--- src/arfe_pkg.sv ---
// Shared types and constants for the alpha rectangle fill engine.
package arfe_pkg;

  localparam int unsigned ScreenWidthDef  = 800;
  localparam int unsigned ScreenHeightDef = 600;

  localparam int unsigned PosW   = 12;
  localparam int unsigned SizeW  = 12;
  localparam int unsigned SumW   = 14;
  localparam int unsigned PixW   = 32;
  localparam int unsigned ChanW  = 8;
  localparam int unsigned TouchW = 19;

  localparam logic [TouchW-1:0] TouchMax    = '1;
  localparam logic [ChanW-1:0]  AlphaOpaque = 8'hFF;
  localparam logic [ChanW-1:0]  AlphaClear  = 8'h00;
  localparam logic [PixW-1:0]   OpaqueMask  = 32'hFF000000;

  typedef enum logic {
    FUNC_FILL = 1'b0,
    FUNC_READ = 1'b1
  } func_e;

  typedef enum logic [1:0] {
    CHAN_B = 2'd0,
    CHAN_G = 2'd1,
    CHAN_R = 2'd2
  } chan_e;

  typedef enum logic [3:0] {
    ST_CLEAR   = 4'd0,
    ST_IDLE    = 4'd1,
    ST_SETUP   = 4'd2,
    ST_BASE    = 4'd3,
    ST_READ    = 4'd4,
    ST_CAPTURE = 4'd5,
    ST_BLEND_R = 4'd6,
    ST_BLEND_G = 4'd7,
    ST_WRITE   = 4'd8,
    ST_FINISH  = 4'd9
  } state_e;

  typedef struct packed {
    logic wr_en;
    logic rd_en;
  } mem_ctl_t;

endpackage

--- src/arfe_ctrl.sv ---
// Sequencer: clipping, pixel walk, read-modify-write and result register.
module arfe_ctrl #(
  parameter int unsigned ScreenWidth  = arfe_pkg::ScreenWidthDef,
  parameter int unsigned ScreenHeight = arfe_pkg::ScreenHeightDef,
  parameter int unsigned Depth        = ScreenWidth * ScreenHeight,
  parameter int unsigned AddrW        = $clog2(Depth)
) (
  input  logic                              clk_i,
  input  logic                              rst_ni,
  input  logic                              in_valid_i,
  output logic                              in_ready_o,
  input  logic                              func_i,
  input  logic signed [arfe_pkg::PosW-1:0]  pos_x_i,
  input  logic signed [arfe_pkg::PosW-1:0]  pos_y_i,
  input  logic [arfe_pkg::SizeW-1:0]        rect_width_i,
  input  logic [arfe_pkg::SizeW-1:0]        rect_height_i,
  input  logic [arfe_pkg::PixW-1:0]         fill_color_i,
  output logic                              out_valid_o,
  input  logic                              out_ready_i,
  output logic [arfe_pkg::PixW-1:0]         pixel_value_o,
  output logic [arfe_pkg::TouchW-1:0]       pixels_touched_o,
  output logic                              off_screen_o,
  output arfe_pkg::mem_ctl_t                mem_ctl_o,
  output logic [AddrW-1:0]                  mem_addr_o,
  output logic [arfe_pkg::PixW-1:0]         mem_wdata_o,
  input  logic [arfe_pkg::PixW-1:0]         mem_rdata_i,
  output arfe_pkg::chan_e                   chan_o,
  input  logic [arfe_pkg::ChanW-1:0]        blend_i
);
  import arfe_pkg::*;

  localparam int unsigned XW = $clog2(ScreenWidth + 1);
  localparam int unsigned YW = $clog2(ScreenHeight + 1);
  localparam logic signed [SumW-1:0] ScrW = SumW'(ScreenWidth);
  localparam logic signed [SumW-1:0] ScrH = SumW'(ScreenHeight);
  localparam logic [AddrW-1:0] RowStep  = AddrW'(ScreenWidth);
  localparam logic [AddrW-1:0] LastAddr = AddrW'(Depth - 1);

  state_e state_q, state_d;

  func_e                   func_q;
  logic signed [PosW-1:0]  pos_x_q;
  logic signed [PosW-1:0]  pos_y_q;
  logic [SizeW-1:0]        width_q;
  logic [SizeW-1:0]        height_q;
  logic [PixW-1:0]         color_q;

  logic [XW-1:0]    x0_q, x1_q, x_q;
  logic [YW-1:0]    y1_q, y_q;
  logic [AddrW-1:0] base_q;
  logic [AddrW-1:0] clr_q;
  logic [TouchW-1:0] cnt_q;
  logic [ChanW-1:0] red_q, grn_q;
  logic [PixW-1:0]  res_pixel_q;
  logic             res_off_q;

  logic              out_valid_q;
  logic [PixW-1:0]   out_pixel_q;
  logic [TouchW-1:0] out_touch_q;
  logic              out_off_q;

  logic signed [SumW-1:0] sx, sy, ex, ey;
  logic off_fill, off_read, empty, setup_done;
  logic [XW-1:0] x0_c, x1_c, x_nxt;
  logic [YW-1:0] y0_c, y1_c, y_nxt;
  logic last_x, last_y, out_free;
  logic [ChanW-1:0] alpha;

  always_comb begin
    sx = SumW'(pos_x_q);
    sy = SumW'(pos_y_q);
    ex = sx + SumW'(width_q);
    ey = sy + SumW'(height_q);
    off_fill = (sx >= ScrW) || (sy >= ScrH) || ex[SumW-1] || (ex == '0) ||
               ey[SumW-1] || (ey == '0);
    off_read = sx[SumW-1] || sy[SumW-1] || (sx >= ScrW) || (sy >= ScrH);
    empty    = (width_q == '0) || (height_q == '0);
    x0_c = sx[SumW-1] ? '0 : sx[XW-1:0];
    y0_c = sy[SumW-1] ? '0 : sy[YW-1:0];
    x1_c = (ex > ScrW) ? XW'(ScreenWidth) : ex[XW-1:0];
    y1_c = (ey > ScrH) ? YW'(ScreenHeight) : ey[YW-1:0];
    setup_done = (func_q == FUNC_READ) ? off_read : (off_fill || empty);
  end

  assign x_nxt    = XW'(x_q + 1'b1);
  assign y_nxt    = YW'(y_q + 1'b1);
  assign last_x   = (x_nxt == x1_q);
  assign last_y   = (y_nxt == y1_q);
  assign out_free = !out_valid_q || out_ready_i;
  assign alpha    = color_q[PixW-1 -: ChanW];

  always_comb begin
    state_d = state_q;
    case (state_q)
      ST_CLEAR: begin
        if (clr_q == LastAddr) begin
          state_d = ST_IDLE;
        end
      end
      ST_IDLE: begin
        if (in_valid_i) begin
          state_d = ST_SETUP;
        end
      end
      ST_SETUP:   state_d = setup_done ? ST_FINISH : ST_BASE;
      ST_BASE:    state_d = ST_READ;
      ST_READ:    state_d = (func_q == FUNC_READ) ? ST_CAPTURE : ST_BLEND_R;
      ST_CAPTURE: state_d = ST_FINISH;
      ST_BLEND_R: state_d = ST_BLEND_G;
      ST_BLEND_G: state_d = ST_WRITE;
      ST_WRITE:   state_d = (last_x && last_y) ? ST_FINISH : ST_READ;
      ST_FINISH: begin
        if (out_free) begin
          state_d = ST_IDLE;
        end
      end
      default:    state_d = ST_IDLE;
    endcase
  end

  always_comb begin
    in_ready_o      = 1'b0;
    mem_ctl_o.wr_en = 1'b0;
    mem_ctl_o.rd_en = 1'b0;
    chan_o          = CHAN_B;
    case (state_q)
      ST_CLEAR:   mem_ctl_o.wr_en = 1'b1;
      ST_IDLE:    in_ready_o = 1'b1;
      ST_READ:    mem_ctl_o.rd_en = 1'b1;
      ST_BLEND_R: chan_o = CHAN_R;
      ST_BLEND_G: chan_o = CHAN_G;
      ST_WRITE:   mem_ctl_o.wr_en = 1'b1;
      default:    chan_o = CHAN_B;
    endcase
  end

  always_comb begin
    mem_addr_o = (state_q == ST_CLEAR) ? clr_q : AddrW'(base_q + AddrW'(x_q));
    if (state_q == ST_CLEAR) begin
      mem_wdata_o = '0;
    end else if (alpha == AlphaOpaque) begin
      mem_wdata_o = color_q;
    end else if (alpha == AlphaClear) begin
      mem_wdata_o = mem_rdata_i;
    end else begin
      mem_wdata_o = OpaqueMask | {AlphaClear, red_q, grn_q, blend_i};
    end
  end

  always_ff @(posedge clk_i or negedge rst_ni) begin
    if (!rst_ni) begin
      state_q     <= ST_CLEAR;
      clr_q       <= '0;
      out_valid_q <= 1'b0;
    end else begin
      state_q <= state_d;
      if (state_q == ST_CLEAR) begin
        clr_q <= AddrW'(clr_q + 1'b1);
      end
      if (state_q == ST_FINISH && out_free) begin
        out_valid_q <= 1'b1;
      end else if (out_ready_i) begin
        out_valid_q <= 1'b0;
      end
    end
  end

  always_ff @(posedge clk_i) begin
    if (state_q == ST_IDLE && in_valid_i) begin
      func_q   <= func_e'(func_i);
      pos_x_q  <= pos_x_i;
      pos_y_q  <= pos_y_i;
      width_q  <= rect_width_i;
      height_q <= rect_height_i;
      color_q  <= fill_color_i;
    end
    case (state_q)
      ST_SETUP: begin
        x0_q        <= x0_c;
        x1_q        <= x1_c;
        x_q         <= x0_c;
        y_q         <= y0_c;
        y1_q        <= y1_c;
        cnt_q       <= '0;
        res_pixel_q <= '0;
        res_off_q   <= (func_q == FUNC_READ) ? off_read : off_fill;
      end
      ST_BASE:    base_q <= AddrW'(y_q) * RowStep;
      ST_CAPTURE: res_pixel_q <= mem_rdata_i;
      ST_BLEND_R: red_q <= blend_i;
      ST_BLEND_G: grn_q <= blend_i;
      ST_WRITE: begin
        if (cnt_q != TouchMax) begin
          cnt_q <= TouchW'(cnt_q + 1'b1);
        end
        if (last_x) begin
          x_q    <= x0_q;
          y_q    <= y_nxt;
          base_q <= AddrW'(base_q + RowStep);
        end else begin
          x_q <= x_nxt;
        end
      end
      ST_FINISH: begin
        if (out_free) begin
          out_pixel_q <= res_pixel_q;
          out_touch_q <= cnt_q;
          out_off_q   <= res_off_q;
        end
      end
      default: ;
    endcase
  end

  assign out_valid_o      = out_valid_q;
  assign pixel_value_o    = out_pixel_q;
  assign pixels_touched_o = out_touch_q;
  assign off_screen_o     = out_off_q;

  a_mem_excl: assert property (@(posedge clk_i) disable iff (!rst_ni)
    !(mem_ctl_o.wr_en && mem_ctl_o.rd_en))
    else $error("frame store read and written in one cycle");

  a_addr_range: assert property (@(posedge clk_i) disable iff (!rst_ni)
    (mem_ctl_o.wr_en || mem_ctl_o.rd_en) |-> ({1'b0, mem_addr_o} < (AddrW+1)'(Depth)))
    else $error("frame store address beyond screen");

  a_x_range: assert property (@(posedge clk_i) disable iff (!rst_ni)
    (state_q == ST_WRITE) |-> ((x_q >= x0_q) && (x_q < x1_q)))
    else $error("pixel column outside clipped span");

  a_accept: assert property (@(posedge clk_i) disable iff (!rst_ni)
    (in_valid_i && in_ready_o) |=> (state_q == ST_SETUP))
    else $error("accepted transaction did not start setup");

  a_finish_wait: assert property (@(posedge clk_i) disable iff (!rst_ni)
    (state_q == ST_FINISH && out_valid_q && !out_ready_i) |=> (state_q == ST_FINISH))
    else $error("result dropped while output register full");

endmodule

--- config.mk ---
export PLATFORM = sky130hd
export DESIGN_NAME = arfe_ctrl
export DESIGN_NICKNAME = d
export VERILOG_FILES = /design/src/arfe_pkg.sv /design/src/arfe_ctrl.sv
export SDC_FILE = /design/constraint.sdc
export NUM_CORES = 1
export LEC_CHECK = 0
export ABC_CLOCK_PERIOD_IN_PS = 5700
export BUFFER_PORTS_ARGS = -buffer_cell sky130_fd_sc_hd__clkbuf_2
export CORE_UTILIZATION = 40
export CTS_BUF_LIST = sky130_fd_sc_hd__clkbuf_16
export CTS_CLUSTER_DIAMETER = 120
export DETAILED_ROUTE_END_ITERATION = 16
export PLACE_DENSITY = 0.72
export SYNTH_ARGS = -nofsm -noshare
export SYNTH_HDL_FRONTEND = slang
export SYNTH_SLANG_ARGS = --single-unit
export TNS_END_PERCENT = 20
--- constraint.sdc ---
create_clock -name clk_i -period 5.7 [get_ports clk_i]
set_input_delay 1.14 -clock clk_i [delete_from_list [all_inputs] [get_ports clk_i]]
set_output_delay 1.14 -clock clk_i [all_outputs]
set_load 0.03 [all_outputs]
# [After elaboration in Yosys (flattened, before gate mapping)]
# Cells that the tools add are included.
[totals] reg_bits=294 input_bits=125 out_inout_bits=109
[classes] add_sub_neg=8 mul=1 magnitude_cmp=4 eq_ne=19 n_mux=30 n_reduce_logical=31
[ops] op="$mux 32" count=3
[ops] op="$pmux 19 s2" count=2
[ops] op="$pmux 32 s2" count=1
[ops] op="$mux 19" count=3
[ops] op="$mux 10" count=4
[ops] op="$pmux 10 s2" count=2
[ops] op="$pmux 4 s10" count=1
[ops] op="$add 19x1->19 const B" count=2
[ops] op="$add 12x13->14" count=2
[ops] op="$gt 14x11->1 const B" count=2
[ops] op="$logic_not 14->1" count=2
[ops] op="$ge 12x11->1 const B" count=2
[ops] op="$logic_not 12->1" count=2
[ops] op="$add 10x1->10 const B" count=2
[ops] op="$eq 10x10->1" count=2
[ops] op="$mux 4" count=5
[ops] op="$add 19x10->19" count=1
[ops] op="$add 19x10->19 const B" count=1
[ops] op="$eq 19x19->1 const B" count=1
[ops] op="$ne 19x19->1 const B" count=1
[ops] op="$eq 4x3->1 const B" count=4
[ops] op="$mul 10x5->14 const B" count=1
[ops] op="$logic_or 1x1->1" count=11
[ops] op="$ne 2x2->1 const B" count=5
[ops] op="15 further kinds" count=31

# [Longest topological paths before layout]
[logic_depth] depth_word=10 mapped_depth=14 mapped_depth_nobuf=14

# [Worst setup path after synthesis]
# OpenSTA, ideal clock, no wires.
[synth_path] path_type="input -> register" startpoint="input out_ready_i" endpoint="register out_off_q, in the netlist off_screen_o (enable)" setup_time_ns=0.537 t_arrival_ns=5.078 t_required_ns=5.163 path_slack_ns=0.085 stages=2 n_path_buf=0 path_cell_list="nand2b_1 -> nor3b_1"
[synth_between] elab_chain_cells=2
[synth_lines] item="start: declaration" line_no="arfe_ctrl.sv:19" source="input logic out_ready_i,"
[synth_lines] item="$logic_or 1x1->1" line_no="arfe_ctrl.sv:89" source="assign out_free = !out_valid_q || out_ready_i;"
[synth_lines] item="$reduce_and 2->1 (no source line)"
[synth_lines] item="end signal: assignment" line_no="arfe_ctrl.sv:208" source="out_off_q <= res_off_q;"
[synth_lines] item="end: declaration" line_no="arfe_ctrl.sv:60" source="logic out_off_q;"
# Every way passes these cells.
# A chain may end at the register's enable or synchronous reset.

# [Worst setup path after layout]
[layout_path] startpoint="register x_q[5]" endpoint="output mem_addr_o[15]"
[layout_between] elab_chain_cells=2
[layout_lines] item="start: declaration" line_no="arfe_ctrl.sv:48" source="logic [XW-1:0] x0_q, x1_q, x_q;"
[layout_lines] item="start signal: assignment" line_no="arfe_ctrl.sv:197" source="x_q <= x0_q;"
[layout_lines] item="start signal: assignment" line_no="arfe_ctrl.sv:201" source="x_q <= x_nxt;"
[layout_lines] item="$add 19x10->19" line_no="arfe_ctrl.sv:138" source="mem_addr_o = (state_q == ST_CLEAR) ? clr_q : AddrW'(base_q + AddrW'(x_q));"
[layout_lines] item="$mux 19" line_no="arfe_ctrl.sv:138"
[layout_lines] item="end: declaration" line_no="arfe_ctrl.sv:24" source="output logic [AddrW-1:0] mem_addr_o,"
# Every way passes these cells.

==> results.cfg <==
[run_status]
status = completed

[finish]
area_growth_pct = 17.6
fin_nets = 1684
final_util_pct = 47.9
drive_above_1_share_pct = 21.0
final_cell_count_no_fill = 1977

[synthesis]
synthesis.area_sq_um = 14900
synthAdderAreaFrac_pct = 6.70
ys_async_sr_fraction_pct = 8.30
syn_inst = 1253
yosys_warnings = 0
synth_edf_count = 265
ys_types = 73
synth-xor-area-share_pct = 7.29
synth.yosys.seq_area_share_pct = 57.4
synth.area.top_cells = edfxtp_1 53%, ha_1 5.6%, dfrtp_1 4.0%
synth_top_family_by_area = simple AND/OR/NAND/NOR gates
synthesis.nets = 1453
synth_compound_area_share_pct = 9.37
syn_area_per_cell_sq_um = 11.9
yosysTopAreaCell = edfxtp_1
synth_seq_cells = 289
yosys.area_share.simple_pct = 14.8
synth_ff_type = edfxtp_1
synth_top_area_share_pct = 53.4
synthMuxAreaShare_pct = 1.89

[place]
place.gp.congestion = 0.869
dp.cells = 1919
hpwl_mm = 25.0
io_buffers = 233

[clock_tree]
htree_levels = 1
clkTransAtPathRegs_ps = 60
post-cts-setup-buffers = 0
cts_inserted_buffers = 31
cts.path.max_buffers = 3
hold_buffers = 0
clk_latency_ps = 580
cts_tree = yes
cts_sinks = 289
root_buffer = clkbuf_16
cts-resized-gates = 0

[timing]
fmax_ghz = 0.222
setup_viol = 0
fin_crit_ps = 4510
tightest_slew_ps = 1170
clock_skew_ps = 17.1
period_share_pct = 79.1
slew_headroom_pct = 21.7
hold_viol = 0
drv_slew = 0
rsz0062_at_grt = false
tns_ps = 0

[grt]
grt_overflow = 0
track_usage_pct = 17.1
grt_pass1_vias = 9896
grt_pass1_wl_mm = 52.3
grt_start_max_net_pins = 82
antenna_found_initial = 1

[worst_setup_path]
timing.rr.start = x_q[0]
cp-end-kind = output pin
critPathSlowestCell = edfxtp_1
max_stage_delay_ps = 430
path_max_fanout = 5
path_cells = ha_1 -> inv_1 -> fa_1 -> nor2b_1 -> o21ai_0 -> a21boi_0 -> o21ai_0 -> nor2_1 -> nand3_1 -> xor2_1 -> o21ai_0 -> clkbuf_2
cp-start-kind = flop
r2r_cells = 9
critPathKind = reg -> out
cp_common_cell = o21ai_0
cp_top_family = compound AO/OA/AOI/OAI gates
cp_num_cells = 12
crit_start = x_q[5]
cp.buffers_inverters = 2
cp_data_arrival_time_ps = 3370
crit_required_ps = 4560

[hold_path]
holdPathStages = 0
min_from = res_off_q
hold_path_class = reg -> reg

[detailed_routing]
num_vias = 10152
wl_mm = 33.1
drc = 0
post_drt_via_cell_ratio = 5.14
drtPass1Iterations = 5
final_antenna_net_count = 0
wire_per_inst_um = 16.7
drt_iter0_markers = 772

[pwr]
p_leak_uw = 0.00707
p_per_area_nw_per_um2 = 475
vdd_drop_max_mv = 0.274

[job]
max-cap-violations = 0

[floorplan]
num_rows = 70
die_y_um = 195
initial_utilization_pct = 40.7
die_width_um = 195
coreArea_sq_um = 36600
dieArea_sq_um = 38000
pin_count = 234
==> layer usage <==
metal | GRT usage, % | vias to the layer above | part of all wire (%) | wire, um
met5 | 0 | - | 0 | 0
met4 | 4.40 | 0 | 2.2 | 727
met3 | 3.07 | 51 | 5.2 | 1720
met2 | 27.4 | 271 | 46 | 15300
met1 | 23.9 | 4777 | 46 | 15300
li1 | - | 5053 | - | -
==> stage by stage <==
stage                     worst slack, ps  hold slack, ps  total power (uW)  instance area [sq um]
after global routing                  978             424              8830                  17500
after detailed placement             1790             405              6470                  16600
after CTS                            1170             419              8390                  17500
final                                1190             417              8320                  17500
after floorplan                      85.0             400              5600                  14900
after global placement               1870             400              6390                  16600
==> where the power goes <==
part | switching [uW] | internal (uW) | total (uW)
Sequential | 302 | 2940 | 3240
Clock | 823 | 1080 | 1900
Combinational | 2100 | 1080 | 3180
Total | 3230 | 5090 | 8320
==> worst reg2reg max path, stage by stage (launching register included) <==
cell	delay, ps
edfxtp_1	500
ha_1	330
xnor2_2	240
xnor2_1	100
nor3_1	210
nand4_1	160
nor4_2	460
buf_4	240
a31oi_1	90
nor2_1	900
==> layout make-up <==
type,count,area (sq um)
diodes,1,2.50
clock buffers,31,776
clock inverters,26,185
fillers,3326,19100
inverters,51,191
multi-input cells,867,5980
flip-flops and latches,289,8560
well taps,468,586
repair buffers,244,1250
==> sequential cells by signal (all words and copies together) (netlist names), 4 cells and up <==
name	count
base_q	14
clr_q	19
cnt_q	19
color_q	32
grn_q	8
height_q	12
pixel_value_o	32
pixels_touched_o	19
pos_x_q	12
pos_y_q	12
red_q	8
res_pixel_q	32
state_q	4
width_q	12
x0_q	10
x1_q	10
x_q	10
y1_q	10
y_q	10
==> path summary, 6_finish.rpt <==
| path | slack (ps) | endpoint |
|---|---|---|
| min in group asynchronous | 570 | clr_q[3] |
| worst min register to register | 420 | off_screen_o |
| worst max register to register | 2100 | base_q[17] |
| worst min-delay path | 420 | off_screen_o |
| worst max-delay path | 1190 | mem_addr_o[15] |
| max in group asynchronous | 4700 | clr_q[16] |
==> cells by family after synthesis <==
kind of cell    count (synthesis)
compound gates                209
buf+inv                        97
xor+xnor                      120
mux                            28
fa+ha+maj                      75
simple gates                  435
flops                         289
==> cells in the mapped netlist, types with 6 or more instances <==
library cell and n:
nor3_1 16, nor2_1 112, nand2b_1 12, nand3b_1 12, nor4_1 11, clkbuf_1 33
a21o_1 14, inv_1 51, buf_1 6, nand3_1 40, xor2_1 55, a31oi_1 10
dfrtp_1 24, a211oi_1 30, o21ai_0 52, nand2_1 105, nor2b_1 15, ha_1 67
nand4_1 22, fa_1 8, and3_1 15, mux2i_1 27, a21oi_1 41, o21ai_1 10
edfxtp_1 265, xnor2_1 62, or2_2 7, and2_1 43
==> placed cells by master, fill, tap and decap left out, types with 41 or more instances in the layout <==
cell type,instances
edfxtp_1,265
clkbuf_2,233
nor2_1,112
nand2_1,104
ha_1,67
xnor2_1,62
inv_1,57
xor2_1,55
o21ai_0,52
and2_1,42
a21oi_1,41
(Power assumes the default switching activity.)
