## src/arfe_pkg.sv

```systemverilog
// Shared types and constants for the alpha rectangle fill engine.
package arfe_pkg;

  localparam int unsigned ScreenWidthDef  = 800;
  localparam int unsigned ScreenHeightDef = 600;

  localparam int unsigned PosW   = 12;
  localparam int unsigned SizeW  = 12;
  localparam int unsigned SumW   = 14;
  localparam int unsigned PixW   = 32;
  localparam int unsigned ChanW  = 8;
  localparam int unsigned TouchW = 19;

  localparam logic [TouchW-1:0] TouchMax    = '1;
  localparam logic [ChanW-1:0]  AlphaOpaque = 8'hFF;
  localparam logic [ChanW-1:0]  AlphaClear  = 8'h00;
  localparam logic [PixW-1:0]   OpaqueMask  = 32'hFF000000;

  typedef enum logic {
    FUNC_FILL = 1'b0,
    FUNC_READ = 1'b1
  } func_e;

  typedef enum logic [1:0] {
    CHAN_B = 2'd0,
    CHAN_G = 2'd1,
    CHAN_R = 2'd2
  } chan_e;

  typedef enum logic [3:0] {
    ST_CLEAR   = 4'd0,
    ST_IDLE    = 4'd1,
    ST_SETUP   = 4'd2,
    ST_BASE    = 4'd3,
    ST_READ    = 4'd4,
    ST_CAPTURE = 4'd5,
    ST_BLEND_R = 4'd6,
    ST_BLEND_G = 4'd7,
    ST_WRITE   = 4'd8,
    ST_FINISH  = 4'd9
  } state_e;

  typedef struct packed {
    logic wr_en;
    logic rd_en;
  } mem_ctl_t;

endpackage

```

## src/arfe_blend.sv

```systemverilog
// Shared one-channel alpha blend unit.
module arfe_blend (
  input  logic [arfe_pkg::PixW-1:0]  color_i,
  input  logic [arfe_pkg::PixW-1:0]  bg_i,
  input  arfe_pkg::chan_e            chan_i,
  output logic [arfe_pkg::ChanW-1:0] val_o
);
  import arfe_pkg::*;

  logic [ChanW-1:0]   alpha;
  logic [ChanW-1:0]   inv;
  logic [ChanW-1:0]   fg_c;
  logic [ChanW-1:0]   bg_c;
  logic [2*ChanW-1:0] prod_fg;
  logic [2*ChanW-1:0] prod_bg;
  logic [2*ChanW-1:0] mix;

  always_comb begin
    alpha = color_i[PixW-1 -: ChanW];
    inv   = AlphaOpaque - alpha;
    case (chan_i)
      CHAN_R: begin
        fg_c = color_i[3*ChanW-1 -: ChanW];
        bg_c = bg_i[3*ChanW-1 -: ChanW];
      end
      CHAN_G: begin
        fg_c = color_i[2*ChanW-1 -: ChanW];
        bg_c = bg_i[2*ChanW-1 -: ChanW];
      end
      CHAN_B: begin
        fg_c = color_i[ChanW-1:0];
        bg_c = bg_i[ChanW-1:0];
      end
      default: begin
        fg_c = '0;
        bg_c = '0;
      end
    endcase
    prod_fg = fg_c * alpha;
    prod_bg = bg_c * inv;
    mix     = prod_fg + prod_bg;
  end

  assign val_o = mix[2*ChanW-1 -: ChanW];

endmodule

```

## config.mk

```make
export PLATFORM = sky130hd
export DESIGN_NAME = arfe_blend
export DESIGN_NICKNAME = d
export VERILOG_FILES = /design/src/arfe_pkg.sv /design/src/arfe_blend.sv
export SDC_FILE = /design/constraint.sdc
export NUM_CORES = 1
export LEC_CHECK = 0
export BUFFER_PORTS_ARGS = -buffer_cell sky130_fd_sc_hd__buf_2
export CAP_MARGIN = 20
export CORE_MARGIN = 2
export CORE_UTILIZATION = 35
export DETAILED_ROUTE_END_ITERATION = 12
export SYNTH_ARGS = -nofsm -noshare
export SYNTH_HDL_FRONTEND = slang
export SYNTH_SLANG_ARGS = --single-unit
```

## constraint.sdc

```tcl
create_clock -name vclk -period 29.8
set_input_delay 8.94 -clock vclk [all_inputs]
set_output_delay 8.94 -clock vclk [all_outputs]
set_load 0.01 [all_outputs]
```

# Word level (Yosys, flattened, before mapping)
# Index checks and enable logic that the tools add are counted.
totals:
  ff_bits: 0
  latch_bits: 0
  mem_bits_rw: 0
  romBits: 0
  inputBits: 66
  output_inout_bits: 8
  elab_cells: 9
  memories: 0
classes:
  addsub: 2
  mul: 2
  div: 0
  magnitude_cmp: 0
  eq_ne: 2
  n_shift: 0
  n_mux: 2
  n_bitwise: 0
  reduce_logical: 1
ops:
  columns: ["operator", "count"]
  rows:
  - ["$pmux 8 s3", 2]
  - ["$mul 8x8->16", 2]
  - ["$add 16x16->16", 1]
  - ["$sub 8x8->8 const A", 1]
  - ["$eq 2x1->1 const B", 1]
  - ["$eq 2x2->1 const B", 1]
  - ["$logic_not 2->1", 1]

# Longest topological paths before layout
# Gate-level depths: netlist of run 1.
depth:
  depth_word: 4
  depth_mapped: 25
  mapped_depth_nobuf: 22

# Worst setup path before layout of run 1
# No wires, ideal clock.
synth_path:
  kind: "input to output"
  startpoint: "input chan_i[1]"
  endpoint: "output val_o[6] (netlist bit)"
  arrival_time_ns: 14.138
  required_time_ns: 20.860
  setup_slack_ns: 6.722
  path_stages: 22
  n_path_buf: 3
  cell_sequence: "buf_2 -> nor2b_2 -> buf_6 -> buf_6 -> nand2_1 -> o21ai_2 -> and2_1 -> fa_1 -> inv_1 -> fa_1 -> inv_1 -> fa_1 -> fa_1 -> fa_1 -> inv_1 -> fa_1 -> inv_1 -> ha_1 -> and3_1 -> and3_1 -> o21ai_1 -> o311ai_0"
synth_via:
  elab_chain_cells: 4
  word_cells_on_any_way: 8
  classes_between: "add/sub: 1; mul: 2; eq/ne: 2; mux: 2; reduce/logical: 1"
synth_rtl:
  columns: ["item", "line", "source"]
  rows:
  - ["start, declared", "arfe_blend.sv:5", "input arfe_pkg::chan_e chan_i,"]
  - ["$eq 2x1->1 (tied with other cells)", "arfe_blend.sv:21", "case (chan_i)"]
  - ["$pmux 8 s3", "arfe_blend.sv:21", null]
  - ["$mul 8x8->16, on equally long branches", "arfe_blend.sv:39, arfe_blend.sv:40", null]
  - ["$add 16x16->16 *", "arfe_blend.sv:41", "mix = prod_fg + prod_bg;"]
  - ["end, declared", "arfe_blend.sv:6", "output logic [arfe_pkg::ChanW-1:0] val_o"]
# Mark *: on every way between the ends. The rest lies on a longest branch, timed or not.

# Final worst setup path of run 1
layout_path:
  startpoint: "input chan_i[1]"
  endpoint: "output val_o[7] (netlist bit)"
# The elaborated chain is that of the path after synthesis.

==> impl_metrics.env, run 1 <==
export IMPL_grt_pass1_wl_um=19070
export IMPL_hp_class="primary input to output pin"
export IMPL_drt_total_wl_um=10090
export IMPL_finalCriticalPeriod_ns=24.08
export IMPL_via_count=3580
export IMPL_slew_headroom_pct=46.55
export IMPL_via_per_inst=4.742
export IMPL_startpoint="chan_i[1]"
export IMPL_end_kind="output pin"
export IMPL_required_ns=20.86
export IMPL_post_route_util_pct=39.73
export IMPL_core_mm2=0.01267
export IMPL_grt_max_degree=18
export IMPL_outcome="finished, final reports clean"
export IMPL_core_rowCount=41
export IMPL_nNetsFinal=806
export IMPL_dp_slack_ns=5.691
export IMPL_swShare_pct=57.27
export IMPL_clock_buffer_count=0
export IMPL_setup_viol=0
export IMPL_grt_ovfl_total=0
export IMPL_layout_drive_gt1_share_pct=17.50
export IMPL_seqPwrFrac_pct=0
export IMPL_hold_violations=0
export IMPL_seq_area_um2=0
export IMPL_syn_cell_area_mm2=0.004573
export IMPL_avgSynthCellArea_um2=8.612
export IMPL_critPathMaxFanout=17
export IMPL_critPathBufInv=3
export IMPL_power_density_mw_per_mm2=98.78
export IMPL_worst_pin_slew_ns=0.7981
export IMPL_total_power_mw=0.4972
export IMPL_post_route_drc_count=0
export IMPL_fmaxAchievable_mhz=41.53
export IMPL_hold_start="bg_i[23]"
export IMPL_report_final_slew_viol_count=0
export IMPL_multi_input_area_mm2=0.003974
export IMPL_clkPwrFrac_pct=0
export IMPL_startpoint_type="primary input"
export IMPL_io_buffers=66
export IMPL_layout_setup_ws_ns=5.721
export IMPL_path_common_cell="fa_1"
export IMPL_fill_cells=1295
export IMPL_grt_pass1_vias=4209
export IMPL_min_period_over_period_pct=80.80
export IMPL_ioPinCount=74
export IMPL_share_comb_of_total_power_pct=100.0
export IMPL_start_util_pct=36.09
export IMPL_dp_hpwl_um=8537
export IMPL_fin_hold_ws_ns=18.94
export IMPL_drtPass1Iterations=4
export IMPL_maxCapViolations=0
export IMPL_synth_seq_area_share_pct=0
export IMPL_cts_post_setup_buffers_inserted=0
export IMPL_peakVddDrop_uv=90.17
export IMPL_cp_cell_sequence="buf_2 > nor2b_2 > a21oi_2 > or2_2 > fa_1 > inv_1 > fa_1 > fa_1 > fa_1 > fa_1 > fa_1 > ha_1 > a21oi_2 > nand2_2 > a211oi_2 > o21ai_1 > xnor2_1 > buf_2"
export IMPL_dpl_cell_area_mm2=0.005034
export IMPL_rsz0062_at_grt="false"
export IMPL_gp_congestion=0.8077
export IMPL_chipWidth_um=118.3
export IMPL_fin_setup_tns_ns=0
export IMPL_grt_total_usage_pct=16.31
export IMPL_seq_cells=0
export IMPL_die_h_um=118.3
export IMPL_total_leakage_power_nw=2.748
export IMPL_cts_hold_buf=0
export IMPL_p_switching_mw=0.2848
export IMPL_dp_cells=755
export IMPL_final_cell_mix="inv_1 (137), fa_1 (95), buf_2 (66)"
export IMPL_p_int_mw=0.2124
export IMPL_cts_resized=0
export IMPL_final_common_cell="inv_1"
export IMPL_crit_arrival_ns=15.14
export IMPL_num_antenna_cells=0
export IMPL_yosys_warnings=0
export IMPL_area_delta_synth_final_pct=10.07
export IMPL_cpPeakStageDelay_ns=0.74
export IMPL_critical_path_class="primary input to output pin"
export IMPL_wire_per_inst_um=13.36
export IMPL_synth_fp_nets=752
export IMPL_ant_nets=0
export IMPL_worst_path_dominant_cell_family="adder cells"
export IMPL_postLayoutCellArea_mm2=0.005034
export IMPL_antenna_found_initial=0
export IMPL_instances_no_fill=755
export IMPL_slowest_stage="nor2b_2"
export IMPL_synthCells=531
export IMPL_dieArea_mm2=0.01400
export IMPL_drt_initial_drc_count=134
export IMPL_synth_distinct_cells=40
final timing paths:
kind / end / cells after the start
setup / recovery: val_o[7] / 18
hold / removal: val_o[7] / 9
power groups by stage:
stage	clock (mW)	sequential (mW)	combinational (mW)
4_1_cts	0	0	0.508
3_5_place_dp	0	0	0.505
2_1_floorplan	0	0	0.360
6_report	0	0	0.497
5_1_grt	0	0	0.579
3_3_place_gp	0	0	0.494
synthesized netlist by cell type (all sizes together) (7+ instances only):
library cell / count / share of area [%]
inv: 137 / 11
fa: 95 / 42
ha: 60 / 16
nor2: 55 / 4.5
nand2: 38 / 3.2
and2: 34 / 4.7
a21oi: 16 / 2.4
mux2i: 16 / 3.5
or2: 15 / 2.1
o21ai: 12 / 2.0
clkbuf: 8 / 0.66
xnor2: 7 / 1.3
worst min-delay path: cells and delay by family:
family	cells	cell delay, ns
XOR/XNOR	4	0.46
buffers and inverters	2	0.21
adder cells (fa/ha/maj)	1	0.17
AO/OA/AOI/OAI	1	0.11
AND/OR/NAND/NOR	1	0.10
per-layer routing:
metal | wire length [µm] | vias to the layer above | GRT usage [%]
li1 | - | 1689 | -
met3 | 467 | 8 | 1.158
met1 | 4210 | 1804 | 19.92
met4 | 127 | 0 | 2.560
met2 | 5281 | 79 | 31.58
met5 | 0 | - | 0
cells by family after synthesis:
family	Yosys count	share of synthesized area (%)
simple gates	161	17.15
fa+ha+maj	155	58.00
buf+inv	151	13.11
compound gates	38	6.320
mux	16	3.502
xor+xnor	10	1.915
cell type report:
class,count,area share (%)
Multi-Input combinational cell,380,78.95
Timing Repair Buffer,66,6.562
Tap cell,172,4.275
Inverter,137,10.22
Note: power is estimated with default switching activity, not from simulation.
==> run 2: changes to the inputs <==
- clock period: 29.8 -> 23.8 ns (I/O delays scaled with it)
==> run 2 against run 1 <==
  * Worst setup slack worse by 2.4 ns
  * Combinational power increased by 25%
  * First-iteration DRC count decreased by 0.75%
  * Via count rose by 0.25%
  * Cell area unchanged
  * Sequential cell count did not move
  * Critical path depth is the same
  * Non-clock buffer count stayed put
  * Count of clock-buffer cells in the layout is the same
  * Critical endpoint unchanged
  * Largest cell class unchanged
  * Highest routed layer unchanged
==> impl_metrics.env, run 2 (synthesis results as in run 1) <==
export IMPL_final_common_cell="inv_1"
export IMPL_via_count=3589
export IMPL_cts_post_setup_buffers_inserted=0
export IMPL_critical_path_class="primary input to output pin"
export IMPL_wire_per_inst_um=13.47
export IMPL_cts_resized=0
export IMPL_total_leakage_power_nw=2.748
export IMPL_min_path_cells=9
export IMPL_fin_setup_tns_ns=0
export IMPL_dp_hpwl_um=8597
export IMPL_io_buffers=66
export IMPL_swShare_pct=57.12
export IMPL_hp_class="primary input to output pin"
export IMPL_fin_hold_ws_ns=15.34
export IMPL_postLayoutCellArea_mm2=0.005034
export IMPL_clkPwrFrac_pct=0
export IMPL_grt_total_usage_pct=15.99
export IMPL_grt_pass1_vias=4179
export IMPL_gp_congestion=0.8020
export IMPL_antenna_found_initial=0
export IMPL_cts_hold_buf=0
export IMPL_critPathMaxFanout=17
export IMPL_seq_cells=0
export IMPL_outcome="finished, final reports clean"
export IMPL_routed_wl_met3_um=342
export IMPL_core_rowCount=41
export IMPL_grt_pass1_wl_um=18630
export IMPL_nNetsFinal=806
export IMPL_wl_met1_um=4396
export IMPL_die_h_um=118.3
export IMPL_share_comb_of_total_power_pct=100.0
export IMPL_setup_viol=0
export IMPL_drt_initial_drc_count=133
export IMPL_slew_headroom_pct=44.59
export IMPL_start_util_pct=36.09
export IMPL_required_ns=16.66
export IMPL_min_period_over_period_pct=85.95
export IMPL_dieArea_mm2=0.01400
export IMPL_top_layer="met4"
export IMPL_worst_pin_slew_ns=0.8273
export IMPL_chipWidth_um=118.3
export IMPL_final_cell_mix="inv_1 (137), fa_1 (95), buf_2 (66)"
export IMPL_via_per_inst=4.754
export IMPL_startpoint_type="primary input"
export IMPL_num_antenna_cells=0
export IMPL_maxCapViolations=0
export IMPL_dr_wl_met2_um=5283
export IMPL_power_density_mw_per_mm2=123.0
export IMPL_finalCriticalPeriod_ns=20.46
export IMPL_post_route_util_pct=39.73
export IMPL_post_route_drc_count=0
export IMPL_hold_violations=0
export IMPL_area_delta_synth_final_pct=10.07
export IMPL_crit_arrival_ns=13.32
export IMPL_dp_slack_ns=3.296
export IMPL_seq_area_um2=0
export IMPL_drtPass1Iterations=4
export IMPL_grt_ovfl_total=0
export IMPL_seqPwrFrac_pct=0
export IMPL_p_int_mw=0.2656
export IMPL_rsz0062_at_grt="false"
export IMPL_clock_buffer_count=0
export IMPL_ioPinCount=74
export IMPL_ant_nets=0
export IMPL_p_switching_mw=0.3538
export IMPL_fmaxAchievable_mhz=48.89
export IMPL_report_final_slew_viol_count=0
export IMPL_peakVddDrop_uv=81.76
export IMPL_layout_drive_gt1_share_pct=17.50
export IMPL_core_mm2=0.01267
export IMPL_dpl_cell_area_mm2=0.005034
export IMPL_layout_setup_ws_ns=3.345
export IMPL_end_kind="output pin"
export IMPL_grt_max_degree=18
export IMPL_drt_total_wl_um=10170
## run 2: final timing paths
path / startpoint / end / slack (ns)
worst max-delay path: chan_i[1] / val_o[7] / 3.34
worst min-delay path: bg_i[23] / val_o[7] / 15.34
## run 2: layer usage
layer	up-vias	GRT usage (%)
met3	10	0.9170
met1	1827	19.73
met2	65	31.00
met5	-	0
met4	0	2.259
li1	1687	-
## run 2: power by group through the flow
| stage | clock, mW | combinational [mW] | sequential, mW |
|---|---|---|---|
| floorplan | 0 | 0.451 | 0 |
| global placement | 0 | 0.619 | 0 |
| detailed placement | 0 | 0.633 | 0 |
| CTS | 0 | 0.635 | 0 |
| global route | 0 | 0.718 | 0 |
| finish | 0 | 0.619 | 0 |
## run 2: worst max-delay path: stages
cell,delay [ns]
buf_2,0.31
nor2b_2,0.76
a21oi_2,0.27
or2_2,0.35
fa_1,0.50
inv_1,0.05
fa_1,0.48
fa_1,0.60
fa_1,0.45
fa_1,0.51
fa_1,0.41
ha_1,0.34
a21oi_2,0.16
nand2_2,0.09
a211oi_2,0.39
o21ai_1,0.17
xnor2_1,0.18
buf_2,0.15
## run 2: final cells by class
type	instances	area, µm²
inverters	137	514.2
multi-input cells	380	3974
fillers	1320	7637
well taps	172	215.2
repair buffers	66	330.3
## run 2: metrics by stage
step	power (mW)	instances
after floorplan	0.4513	531
after global placement	0.6187	755
after detailed placement	0.6330	755
after CTS	0.6354	755
after global routing	0.7180	755
final	0.6193	755
==> run 3: changes to the inputs <==
- CORE_UTILIZATION: 35 -> 61
- PLACE_DENSITY_LB_ADDON: unset -> 0.12
- REMOVE_ABC_BUFFERS: unset -> 1
==> run 3 against run 2 <==
  * Wire length fell by 6.1%
  * Worst setup slack barely moved
  * Core utilization rose by 28 points
  * Critical endpoint unchanged
==> impl_metrics.env, run 3 (synthesis results as in run 1) <==
export IMPL_outcome="finished, final reports clean"
export IMPL_num_antenna_cells=0
export IMPL_drt_total_wl_um=9548
export IMPL_final_common_cell="inv_1"
export IMPL_via_per_inst=5.196
export IMPL_finalCriticalPeriod_ns=20.46
export IMPL_grt_total_usage_pct=24.98
export IMPL_critPathMaxFanout=17
export IMPL_fmaxAchievable_mhz=48.89
export IMPL_grt_pass1_wl_um=17170
export IMPL_dpl_cell_area_mm2=0.004942
export IMPL_core_mm2=0.007253
export IMPL_setup_viol=0
export IMPL_seq_area_um2=0
export IMPL_final_cell_mix="inv_1 (137), fa_1 (95), buf_2 (66)"
export IMPL_hold_violations=0
export IMPL_cts_post_setup_buffers_inserted=0
export IMPL_layout_drive_gt1_share_pct=17.50
export IMPL_fin_setup_tns_ns=0
export IMPL_grt_ovfl_total=0
export IMPL_drtPass1Iterations=4
export IMPL_chipWidth_um=90.59
export IMPL_gp_congestion=0.8225
export IMPL_slew_headroom_pct=45.61
export IMPL_fill_cells=627
export IMPL_min_period_over_period_pct=85.95
export IMPL_hp_class="primary input to output pin"
export IMPL_report_final_slew_viol_count=0
export IMPL_rsz0062_at_grt="false"
export IMPL_power_density_mw_per_mm2=123.9
export IMPL_cts_hold_buf=0
export IMPL_seq_cells=0
export IMPL_wire_per_inst_um=14.00
export IMPL_drt_initial_drc_count=174
export IMPL_dieArea_mm2=0.008206
export IMPL_total_leakage_power_nw=2.748
export IMPL_area_delta_synth_final_pct=8.071
export IMPL_die_h_um=90.59
export IMPL_worst_pin_slew_ns=0.8121
export IMPL_ioPinCount=74
export IMPL_maxCapViolations=0
export IMPL_io_buffers=66
export IMPL_grt_pass1_vias=3898
export IMPL_required_ns=16.66
export IMPL_post_route_drc_count=0
export IMPL_dp_hpwl_um=8122
export IMPL_crit_arrival_ns=13.32
export IMPL_core_rowCount=31
export IMPL_postLayoutCellArea_mm2=0.004942
export IMPL_peakVddDrop_uv=214.1
export IMPL_dp_slack_ns=3.373
export IMPL_fin_hold_ws_ns=15.40
export IMPL_critical_path_class="primary input to output pin"
export IMPL_startpoint_type="primary input"
export IMPL_clock_buffer_count=0
export IMPL_layout_setup_ws_ns=3.345
export IMPL_cts_resized=0
export IMPL_via_count=3544
export IMPL_ant_nets=0
export IMPL_start_util_pct=63.05
export IMPL_grt_max_degree=18
export IMPL_nNetsFinal=806
export IMPL_antenna_found_initial=0
export IMPL_end_kind="output pin"
==> run 3: cell counts in the layout (fill, tap and decap cells not counted) <==
No cell type changed its count.
==> run 3: worst max-delay path, cell delays in order <==
cell,delay [ns]
buf_2,0.31
nor2b_2,0.75
nand2_1,0.14
o21ai_2,0.23
nand2_1,0.17
fa_1,0.54
fa_1,0.55
inv_1,0.05
fa_1,0.48
fa_1,0.58
fa_1,0.45
fa_1,0.45
ha_1,0.34
a21oi_2,0.17
nand2_2,0.11
a211oi_2,0.38
o21ai_1,0.15
xnor2_1,0.16
buf_2,0.15
==> run 3: cell type report <==
cell class / instances / area [µm²] / area share (%)
Multi-Input combinational cell: 380 / 3974 / 80.41
Inverter: 137 / 514.2 / 10.41
Timing Repair Buffer: 66 / 330.3 / 6.684
Tap cell: 99 / 123.9 / 2.506
==> run 3: where the power goes <==
group	total, mW	internal [mW]	switching, mW
combinational	0.612	0.268	0.344
clock	0	0	0
sequential	0	0	0
total	0.612	0.268	0.344
==> run 3: layer usage <==
layer | track usage (%) | up-vias | routed length (µm) | part of all wire (%)
met2 | 45.77 | 78 | 5046 | 53
met1 | 32.99 | 1774 | 3960 | 41
met3 | 1.753 | 8 | 427 | 4.5
li1 | - | 1684 | - | -
met4 | 4.103 | 0 | 113 | 1.2
met5 | 0 | - | 0 | 0
==> run 3: worst paths after layout <==
check / start / to / slack, ns / depth (start not counted)
setup / recovery: chan_i[1] / val_o[7] / 3.34 / 19
hold / removal: bg_i[23] / val_o[7] / 15.40 / 9
==> run 3: per-stage QoR <==
step | utilization [%] | std cells | total power, mW
final | 68.14 | 682 | 0.6123
after global routing | 68.14 | 682 | 0.7039
after CTS | 68.14 | 682 | 0.6208
after detailed placement | 68.14 | 682 | 0.6151
after global placement | 68.14 | 682 | 0.6028
after floorplan | - | 517 | 0.4481
